--- src/key_debounce_event_fifo_assert.svh ---
// Assertion macros for the key debounce event queue.
// The macros expect clk and rst_n in scope at the point of use.
`ifndef KEY_DEBOUNCE_EVENT_FIFO_ASSERT_SVH
`define KEY_DEBOUNCE_EVENT_FIFO_ASSERT_SVH
`ifndef SYNTH
`define KDEF_ASSERT(label, prop) label: assert property (@(posedge clk) disable iff (!rst_n) \
    prop) else $error("kdef assertion failed");
`define KDEF_ASSERT_ALWAYS(label, prop) label: assert property (@(posedge clk) prop) \
    else $error("kdef assertion failed");
`else
`define KDEF_ASSERT(label, prop)
`define KDEF_ASSERT_ALWAYS(label, prop)
`endif
`endif

--- src/kdef_pkg.sv ---
// Shared types and constants for the key debounce event queue.
// No dependencies.
package kdef_pkg;

    localparam int QUEUE_DEPTH = 16;
    localparam int IDX_W       = $clog2(QUEUE_DEPTH);
    localparam int BANK_DEPTH  = QUEUE_DEPTH / 2;
    localparam int BANK_W      = (BANK_DEPTH > 1) ? $clog2(BANK_DEPTH) : 1;
    localparam int PADDR_W     = 5;
    localparam int PDATA_W     = 32;

    typedef enum logic [1:0] {
        OP_TICK    = 2'd0,
        OP_DEQUEUE = 2'd1,
        OP_CLEAR   = 2'd2
    } opcode_t;

    typedef enum logic [2:0] {
        EV_NONE  = 3'd0,
        EV_DOWN  = 3'd1,
        EV_LONG  = 3'd2,
        EV_SHORT = 3'd3,
        EV_UP    = 3'd4
    } tick_event_t;

    typedef enum logic [1:0] {
        KIND_DOWN  = 2'd0,
        KIND_LONG  = 2'd1,
        KIND_SHORT = 2'd2,
        KIND_UP    = 2'd3
    } ev_kind_t;

    typedef enum logic [2:0] {
        REG_KEY_NUMBER  = 3'd0,
        REG_FILTER      = 3'd1,
        REG_LONG_HOLD   = 3'd2,
        REG_SHORT_HOLD  = 3'd3,
        REG_REPEAT      = 3'd4
    } reg_index_t;

    typedef struct packed {
        opcode_t opcode;
        logic    key_pressed;
    } req_t;

    typedef struct packed {
        tick_event_t tick_event;
        logic        entry_valid;
        logic [5:0]  entry_key;
        ev_kind_t    entry_kind;
    } rsp_t;

    typedef struct packed {
        logic [5:0] key;
        ev_kind_t   kind;
    } entry_t;

    function automatic logic [IDX_W-1:0] idx_inc(input logic [IDX_W-1:0] idx);
        return (idx == IDX_W'(QUEUE_DEPTH - 1)) ? '0 : idx + IDX_W'(1);
    endfunction

    function automatic logic [BANK_W-1:0] bank_addr(input logic [IDX_W-1:0] idx);
        return BANK_W'(idx >> 1);
    endfunction

endpackage

--- src/key_debounce_event_fifo.sv ---
// Key debounce with long press, auto-repeat and a ring event queue in two RAM banks.
// Pipeline: first stage, then output register; one item per cycle unless rsp stalls.
// Two queued events per tick fit because consecutive slots sit in opposite banks.
// Reset: asynchronous, active low; clears counters, indices and config to defaults.
// Depends on kdef_pkg and key_debounce_event_fifo_assert.svh; queue RAM is not cleared.
`include "key_debounce_event_fifo_assert.svh"

module key_debounce_event_fifo (
    input  logic                              clk,
    input  logic                              rst_n,
    input  logic                              req_valid,
    output logic                              req_ready,
    input  kdef_pkg::req_t                    req,
    output logic                              rsp_valid,
    input  logic                              rsp_ready,
    output kdef_pkg::rsp_t                    rsp,
    input  logic                              psel,
    input  logic                              penable,
    input  logic                              pwrite,
    input  logic [kdef_pkg::PADDR_W-1:0]      paddr,
    input  logic [kdef_pkg::PDATA_W-1:0]      pwdata,
    output logic [kdef_pkg::PDATA_W-1:0]      prdata,
    output logic                              pready
);
    import kdef_pkg::*;

    logic [5:0]       key_number_reg;
    logic [7:0]       filter_ticks_reg;
    logic [15:0]      long_hold_reg;
    logic [15:0]      short_hold_reg;
    logic [7:0]       repeat_ticks_reg;

    logic [8:0]       filter_count_reg, filter_count_next;
    logic             is_down_reg, is_down_next;
    logic [15:0]      hold_count_reg, hold_count_next;
    logic [7:0]       repeat_count_reg, repeat_count_next;
    logic [IDX_W-1:0] rd_idx_reg, rd_idx_next;
    logic [IDX_W-1:0] wr_idx_reg, wr_idx_next;

    entry_t           bank0_mem [BANK_DEPTH];
    entry_t           bank1_mem [BANK_DEPTH];
    entry_t           bank0_q_reg, bank1_q_reg;

    logic             s1_valid_reg;
    tick_event_t      s1_tick_event_reg;
    logic             s1_entry_valid_reg;
    logic             s1_bank_reg;
    logic             out_valid_reg;
    rsp_t             out_reg, out_next;

    logic             req_fire, out_free, do_tick, do_deq, do_clear, q_empty;
    logic             cfg_write;
    tick_event_t      tick_ev;
    logic             push_a, push_b;
    ev_kind_t         kind_a, kind_b;
    logic             slot0_v, slot1_v;
    ev_kind_t         slot0_kind;
    logic [IDX_W-1:0] wr_idx_p1;
    logic             bank0_we, bank1_we;
    logic [BANK_W-1:0] bank0_wa, bank1_wa;
    entry_t           bank0_wd, bank1_wd;
    entry_t           q_sel;

    assign pready    = 1'b1;
    assign cfg_write = psel && penable && pwrite && pready;

    always_ff @(posedge clk or negedge rst_n)
    begin
        if (!rst_n)
        begin
            key_number_reg   <= '0;
            filter_ticks_reg <= 8'd5;
            long_hold_reg    <= '0;
            short_hold_reg   <= '0;
            repeat_ticks_reg <= '0;
        end
        else if (cfg_write)
        begin
            unique case (reg_index_t'(paddr[4:2]))
                REG_KEY_NUMBER: key_number_reg   <= pwdata[5:0];
                REG_FILTER:     filter_ticks_reg <= pwdata[7:0];
                REG_LONG_HOLD:  long_hold_reg    <= pwdata[15:0];
                REG_SHORT_HOLD: short_hold_reg   <= pwdata[15:0];
                REG_REPEAT:     repeat_ticks_reg <= pwdata[7:0];
                default: ;
            endcase
        end
    end

    always_comb
    begin
        unique case (reg_index_t'(paddr[4:2]))
            REG_KEY_NUMBER: prdata = {26'd0, key_number_reg};
            REG_FILTER:     prdata = {24'd0, filter_ticks_reg};
            REG_LONG_HOLD:  prdata = {16'd0, long_hold_reg};
            REG_SHORT_HOLD: prdata = {16'd0, short_hold_reg};
            REG_REPEAT:     prdata = {24'd0, repeat_ticks_reg};
            default:        prdata = '0;
        endcase
    end

    assign out_free  = !out_valid_reg || rsp_ready;
    assign req_ready = !s1_valid_reg || out_free;
    assign req_fire  = req_valid && req_ready;
    assign do_tick   = req_fire && (req.opcode == OP_TICK);
    assign do_deq    = req_fire && (req.opcode == OP_DEQUEUE);
    assign do_clear  = req_fire && (req.opcode == OP_CLEAR);
    assign q_empty   = (rd_idx_reg == wr_idx_reg);

    // debounce, hold and repeat
    always_comb
    begin
        logic [8:0]  f9;
        logic [15:0] f16;
        logic        long_en;
        logic        short_en;
        logic [15:0] hold_eff;
        f9       = {1'b0, filter_ticks_reg};
        f16      = {8'd0, filter_ticks_reg};
        long_en  = long_hold_reg > f16;
        short_en = short_hold_reg > f16;
        hold_eff = hold_count_reg;

        filter_count_next = filter_count_reg;
        is_down_next      = is_down_reg;
        hold_count_next   = hold_count_reg;
        repeat_count_next = repeat_count_reg;
        tick_ev           = EV_NONE;
        push_a            = 1'b0;
        kind_a            = KIND_DOWN;
        push_b            = 1'b0;
        kind_b            = KIND_DOWN;

        if (req.key_pressed)
        begin
            if (filter_count_reg < f9)
            begin
                filter_count_next = f9;
            end
            else if (filter_count_reg < {filter_ticks_reg, 1'b0})
            begin
                filter_count_next = filter_count_reg + 9'd1;
            end
            else
            begin
                if (!is_down_reg)
                begin
                    is_down_next = 1'b1;
                    push_a       = 1'b1;
                    kind_a       = KIND_DOWN;
                    tick_ev      = EV_DOWN;
                    hold_eff     = f16;
                end
                hold_count_next = hold_eff;
                if (long_en)
                begin
                    if (hold_eff < long_hold_reg)
                    begin
                        hold_count_next = hold_eff + 16'd1;
                        if (hold_count_next == long_hold_reg)
                        begin
                            push_b  = 1'b1;
                            kind_b  = KIND_LONG;
                            tick_ev = EV_LONG;
                        end
                    end
                    else if (repeat_ticks_reg != 8'd0)
                    begin
                        repeat_count_next = repeat_count_reg + 8'd1;
                        if (repeat_count_next >= repeat_ticks_reg)
                        begin
                            repeat_count_next = '0;
                            push_b            = 1'b1;
                            kind_b            = KIND_DOWN;
                        end
                    end
                end
                else if (short_en && (hold_eff < short_hold_reg))
                begin
                    hold_count_next = hold_eff + 16'd1;
                end
            end
        end
        else
        begin
            if (short_en && (hold_count_reg >= short_hold_reg))
            begin
                push_a  = 1'b1;
                kind_a  = KIND_SHORT;
                tick_ev = EV_SHORT;
            end
            if (filter_count_reg > f9)
            begin
                filter_count_next = f9;
            end
            else if (filter_count_reg != 9'd0)
            begin
                filter_count_next = filter_count_reg - 9'd1;
            end
            else if (is_down_reg)
            begin
                is_down_next = 1'b0;
                push_b       = 1'b1;
                kind_b       = KIND_UP;
                tick_ev      = EV_UP;
            end
            hold_count_next   = '0;
            repeat_count_next = '0;
        end
    end

    // place up to two pushes in consecutive slots, one per bank
    assign slot0_v    = do_tick && (push_a || push_b);
    assign slot1_v    = do_tick && push_a && push_b;
    assign slot0_kind = push_a ? kind_a : kind_b;
    assign wr_idx_p1  = idx_inc(wr_idx_reg);

    always_comb
    begin
        bank0_we = 1'b0;
        bank0_wa = bank_addr(wr_idx_reg);
        bank0_wd = '{key: key_number_reg, kind: slot0_kind};
        bank1_we = 1'b0;
        bank1_wa = bank_addr(wr_idx_reg);
        bank1_wd = '{key: key_number_reg, kind: slot0_kind};
        if (slot0_v)
        begin
            if (wr_idx_reg[0])
            begin
                bank1_we = 1'b1;
            end
            else
            begin
                bank0_we = 1'b1;
            end
        end
        if (slot1_v)
        begin
            if (wr_idx_p1[0])
            begin
                bank1_we = 1'b1;
                bank1_wa = bank_addr(wr_idx_p1);
                bank1_wd = '{key: key_number_reg, kind: kind_b};
            end
            else
            begin
                bank0_we = 1'b1;
                bank0_wa = bank_addr(wr_idx_p1);
                bank0_wd = '{key: key_number_reg, kind: kind_b};
            end
        end
    end

    always_comb
    begin
        wr_idx_next = wr_idx_reg;
        rd_idx_next = rd_idx_reg;
        if (slot1_v)
        begin
            wr_idx_next = idx_inc(wr_idx_p1);
        end
        else if (slot0_v)
        begin
            wr_idx_next = wr_idx_p1;
        end
        if (do_deq && !q_empty)
        begin
            rd_idx_next = idx_inc(rd_idx_reg);
        end
        else if (do_clear)
        begin
            rd_idx_next = wr_idx_reg;
        end
    end

    always_ff @(posedge clk or negedge rst_n)
    begin
        if (!rst_n)
        begin
            filter_count_reg <= '0;
            is_down_reg      <= 1'b0;
            hold_count_reg   <= '0;
            repeat_count_reg <= '0;
            rd_idx_reg       <= '0;
            wr_idx_reg       <= '0;
        end
        else
        begin
            if (do_tick)
            begin
                filter_count_reg <= filter_count_next;
                is_down_reg      <= is_down_next;
                hold_count_reg   <= hold_count_next;
                repeat_count_reg <= repeat_count_next;
            end
            rd_idx_reg <= rd_idx_next;
            wr_idx_reg <= wr_idx_next;
        end
    end

    always_ff @(posedge clk)
    begin
        if (bank0_we)
        begin
            bank0_mem[bank0_wa] <= bank0_wd;
        end
        if (do_deq)
        begin
            bank0_q_reg <= bank0_mem[bank_addr(rd_idx_reg)];
        end
    end

    always_ff @(posedge clk)
    begin
        if (bank1_we)
        begin
            bank1_mem[bank1_wa] <= bank1_wd;
        end
        if (do_deq)
        begin
            bank1_q_reg <= bank1_mem[bank_addr(rd_idx_reg)];
        end
    end

    // first stage: control for the pending RAM read
    always_ff @(posedge clk or negedge rst_n)
    begin
        if (!rst_n)
        begin
            s1_valid_reg <= 1'b0;
        end
        else if (req_ready)
        begin
            s1_valid_reg <= req_valid;
        end
    end

    always_ff @(posedge clk)
    begin
        if (req_fire)
        begin
            s1_tick_event_reg  <= do_tick ? tick_ev : EV_NONE;
            s1_entry_valid_reg <= do_deq && !q_empty;
            s1_bank_reg        <= rd_idx_reg[0];
        end
    end

    // output stage
    assign q_sel = s1_bank_reg ? bank1_q_reg : bank0_q_reg;

    always_comb
    begin
        out_next.tick_event  = s1_tick_event_reg;
        out_next.entry_valid = s1_entry_valid_reg;
        out_next.entry_key   = s1_entry_valid_reg ? q_sel.key : 6'd0;
        out_next.entry_kind  = s1_entry_valid_reg ? q_sel.kind : KIND_DOWN;
    end

    always_ff @(posedge clk or negedge rst_n)
    begin
        if (!rst_n)
        begin
            out_valid_reg <= 1'b0;
        end
        else if (out_free)
        begin
            out_valid_reg <= s1_valid_reg;
        end
    end

    always_ff @(posedge clk)
    begin
        if (out_free && s1_valid_reg)
        begin
            out_reg <= out_next;
        end
    end

    assign rsp_valid = out_valid_reg;
    assign rsp       = out_reg;

    `KDEF_ASSERT(a_s1_hold, s1_valid_reg && !out_free |=> s1_valid_reg && $stable(s1_tick_event_reg))
    `KDEF_ASSERT_ALWAYS(a_rsp_excl, rsp_valid && rsp.entry_valid |-> rsp.tick_event == EV_NONE)
    `KDEF_ASSERT(a_clear_empties, do_clear |=> rd_idx_reg == wr_idx_reg)
    `KDEF_ASSERT(a_empty_deq, do_deq && q_empty |=> !s1_entry_valid_reg)

endmodule

--- config.mk ---
export PLATFORM = sky130hd
export DESIGN_NAME = key_debounce_event_fifo
export DESIGN_NICKNAME = d
export VERILOG_FILES = /design/src/kdef_pkg.sv /design/src/key_debounce_event_fifo.sv
export VERILOG_INCLUDE_DIRS = /design/src /design/src/src
export SDC_FILE = /design/constraint.sdc
export NUM_CORES = 1
export LEC_CHECK = 0
export ABC_AREA = 1
export ABC_CLOCK_PERIOD_IN_PS = 8850
export BUFFER_PORTS_ARGS = -buffer_cell sky130_fd_sc_hd__buf_2
export CORE_UTILIZATION = 60
export CTS_BUF_LIST = sky130_fd_sc_hd__clkbuf_8
export DETAILED_ROUTE_END_ITERATION = 12
export PLACE_DENSITY = 0.86
export SLEW_MARGIN = 15
export SYNTH_ARGS = -nofsm -noshare
export SYNTH_HDL_FRONTEND = slang
export SYNTH_SLANG_ARGS = --single-unit
--- constraint.sdc ---
create_clock -name clk -period 8.85 [get_ports clk]
set_clock_uncertainty 0.05 [all_clocks]
set_input_delay 0.885 -clock clk [delete_from_list [all_inputs] [get_ports clk]]
set_output_delay 0.885 -clock clk [all_outputs]
set_load 0.02 [all_outputs]
==> results.sh <==
export IMPL_status="completed"
export IMPL_clkTransAtPathRegs_ps=70
export IMPL_synth_edf_count=161
export IMPL_hpwl_um=26400
export IMPL_arrival_ps=5300
export IMPL_grt_overflow=0
export IMPL_max_freq_ghz=0.193
export IMPL_grt_pass1_vias=11700
export IMPL_die_area_mm2=0.0250
export IMPL_wl_um=37500
export IMPL_die_h_um=158
export IMPL_via_per_inst=5.97
export IMPL_critPathMaxFanout=20
export IMPL_setup_viol=0
export IMPL_port_buffers=58
export IMPL_final_cells=2052
export IMPL_required_ps=8980
export IMPL_route_detailed_drc=0
export IMPL_rr_worst_depth=20
export IMPL_hp_class="in2async"
export IMPL_grt_max_degree=81
export IMPL_slew_viol_final=0
export IMPL_cts_root_buf="clkbuf_8"
export IMPL_worstSetupPathType="reg2reg"
export IMPL_drive_gt1_frac=0.108
export IMPL_ant_nets=0
export IMPL_syn2layout_area_growth_pct=8.60
export IMPL_syn_avg_cell_area_um2=8.89
export IMPL_cts_made_buffers=42
export IMPL_crit_chain="inv_2, nand2_2, nand2_1, ha_1, xor2_1, nor2_1, nand2_1, nor2_1, nand2_1, nor2_1, nand2_1, nor2_1, nand3_2, o21bai_2, nand2_2, nand2_4, nand3_1, nand2_1, nand2_2, nor2_1"
export IMPL_power_density_mw_per_mm2=313
export IMPL_cts_resized=0
export IMPL_coreArea_mm2=0.0237
export IMPL_rsz0062_at_grt="false"
export IMPL_largestRegisters="bank0_mem: 64 flops, bank1_mem: 64 flops"
export IMPL_hold_viol_final=0
export IMPL_setup_ws_ps=3680
export IMPL_ctsHtreeMaxLevel=2
export IMPL_path_buf_inv=1
export IMPL_place_ws_ps=3830
export IMPL_synth_cell_types=55
export IMPL_grt_use_total=0.311
export IMPL_cpLargestDelayFamily="simple AND/OR/NAND/NOR gates"
export IMPL_crit_slowest_cell="dfrtp_1"
export IMPL_tns_ps=0
export IMPL_ys_seq_area_frac=0.499
export IMPL_start_kind="register"
export IMPL_synth_area_mm2=0.0146
export IMPL_clock_tree_buffer_depth=3
export IMPL_crit_cells=20
export IMPL_clock_latency_ps=570
export IMPL_hold_buffers=0
export IMPL_maxSlewHeadroom=0.210
export IMPL_synthArstFlopShare=0.378
export IMPL_max_cap_violations=0
export IMPL_synth_flop_cell="edfxtp_1"
export IMPL_gp_congestion=0.992
export IMPL_synth_cells=1642
export IMPL_grt_pass1_wl_um=59300
export IMPL_max_vdd_ir_drop_mv=0.179
export IMPL_place_inst=1976
export IMPL_row_count=56
export IMPL_postCtsSetupBuffers=0
export IMPL_drtIter0Drc=1158
export IMPL_start_util=0.616
export IMPL_tightest_slew_ps=1180
export IMPL_ys_seq_elements=259
export IMPL_p_leak_uw=0.00698
export IMPL_via_count=12300
export IMPL_fin_crit_ps=5170
export IMPL_fin_crit_sh=0.584
export IMPL_n_antenna_cell=0
export IMPL_end_kind="register"
export IMPL_yosys_warnings=0
export IMPL_nets=1839
export IMPL_antenna_found_initial=0
export IMPL_clock_sinks=259
export IMPL_io_pin_count=94
export IMPL_drt_pass1_iterations=5
export IMPL_cts_tree="built"
export IMPL_die_w_um=158
export IMPL_cp_slowest_stage_delay_ps=1120
export IMPL_wl_per_cell_um=18.3
-- kinds of logic (layout without fill, tap and decap cells) --
logic type               Yosys count  in the layout  share of synthesized area
AND/OR/NAND/NOR                  702            702                      0.210
adder cells (fa/ha/maj)           91             91                     0.0780
other                              2             17                   0.000514
XOR/XNOR                          27             27                     0.0171
flip-flops                       259            259                      0.499
AO/OA/AOI/OAI                    339            339                      0.130
buffers and inverters            222            298                     0.0644
-- path summary, 6_finish.rpt --
check	from	end	slack (ps)
max reg2reg	is_down_reg$_DFFE_PN0P_	bank1_mem[1][2]$_DFFE_PP_	3680
min	rst_n	filter_count_reg[5]$_DFFE_PN0P_	130
max	is_down_reg$_DFFE_PN0P_	bank1_mem[1][2]$_DFFE_PP_	3680
min in group clk	s1_tick_event_reg[1]$_SDFFCE_PN0P_	rsp[10]$_DFFE_PP_	380
min reg2reg	s1_tick_event_reg[1]$_SDFFCE_PN0P_	rsp[10]$_DFFE_PP_	380
max in group asynchronous	rst_n	hold_count_reg[3]$_DFFE_PN0P_	7280
-- power by group --
group | switching (uW) | internal (uW) | leakage [uW]
clock network | 488 | 515 | 0.000478
logic | 1460 | 752 | 0.00374
registers | 233 | 1510 | 0.00276
-- layout make-up --
cell class              instances  area, um^2
clock buffers                  43         592
clock inverters                33         204
well taps                     319         399
repair buffers                 66         353
inverters                     156         586
multi-input cells            1176        6430
fillers                      1877        7830
flip-flops and latches        259        7290
-- layout by cell type, fill, tap and decap left out, types with 10 or more instances in the layout --
| cell | instances |
|---|---|
| xor2_1 | 22 |
| nand2_1 | 316 |
| clkbuf_8 | 43 |
| inv_1 | 161 |
| buf_2 | 57 |
| o221ai_1 | 10 |
| o21ai_0 | 180 |
| nand3_1 | 96 |
| edfxtp_1 | 161 |
| nand4_1 | 16 |
| o22ai_1 | 34 |
| a31oi_1 | 16 |
| nor3_1 | 14 |
| nor2_1 | 198 |
| ha_1 | 91 |
| a21oi_1 | 64 |
| conb_1 | 17 |
| dfrtp_1 | 95 |
| inv_2 | 12 |
| nand2_2 | 25 |
-- cells in the mapped netlist (all sizes together) (2+ instances only) --
| cell | count | area (um^2) |
|---|---|---|
| a211oi | 4 | 30.0 |
| conb | 2 | 7.51 |
| dfstp | 2 | 52.6 |
| edfxtp | 161 | 4830 |
| nand3 | 102 | 541 |
| o22ai | 34 | 213 |
| buf | 30 | 220 |
| a21o | 3 | 22.5 |
| and3 | 3 | 18.8 |
| o21a | 4 | 30.0 |
| and2 | 2 | 12.5 |
| inv | 154 | 578 |
| nand2 | 345 | 1400 |
| xor2 | 22 | 193 |
| o21bai | 3 | 26.3 |
| nand4 | 16 | 100 |
| a31oi | 16 | 100 |
| ha | 91 | 1140 |
| clkinv | 2 | 7.51 |
| clkbuf | 36 | 135 |
| o211ai | 5 | 37.5 |
| nor2 | 208 | 850 |
| o221ai | 10 | 87.6 |
| a221o | 2 | 20.0 |
| xnor2 | 4 | 35.0 |
| nor4 | 6 | 37.5 |
| a21oi | 64 | 320 |
| a221oi | 6 | 52.6 |
| nand3b | 3 | 22.5 |
| dfrtp | 96 | 2400 |
| nor3 | 16 | 85.1 |
| o21ai | 184 | 925 |
-- per-layer routing --
metal	routed length [um]	part of all wire	vias to the layer above	track usage
met5	0	0	-	0
met4	2000	0.053	0	0.165
met3	3220	0.086	160	0.0583
met2	18000	0.48	658	0.529
met1	14300	0.38	5710	0.376
li1	-	-	5726	-
-- through the flow --
step                utilization  hold slack, ps  total power (uW)  area (um^2)
finish                    0.669             131              4960        15900
global route              0.669             140              5280        15900
CTS                       0.669             137              4910        15900
detailed placement        0.636             367              3910        15100
global placement          0.636             356              3800        15100
floorplan                     -             350              3330        14700
Power figures use the tool's default switching activity.
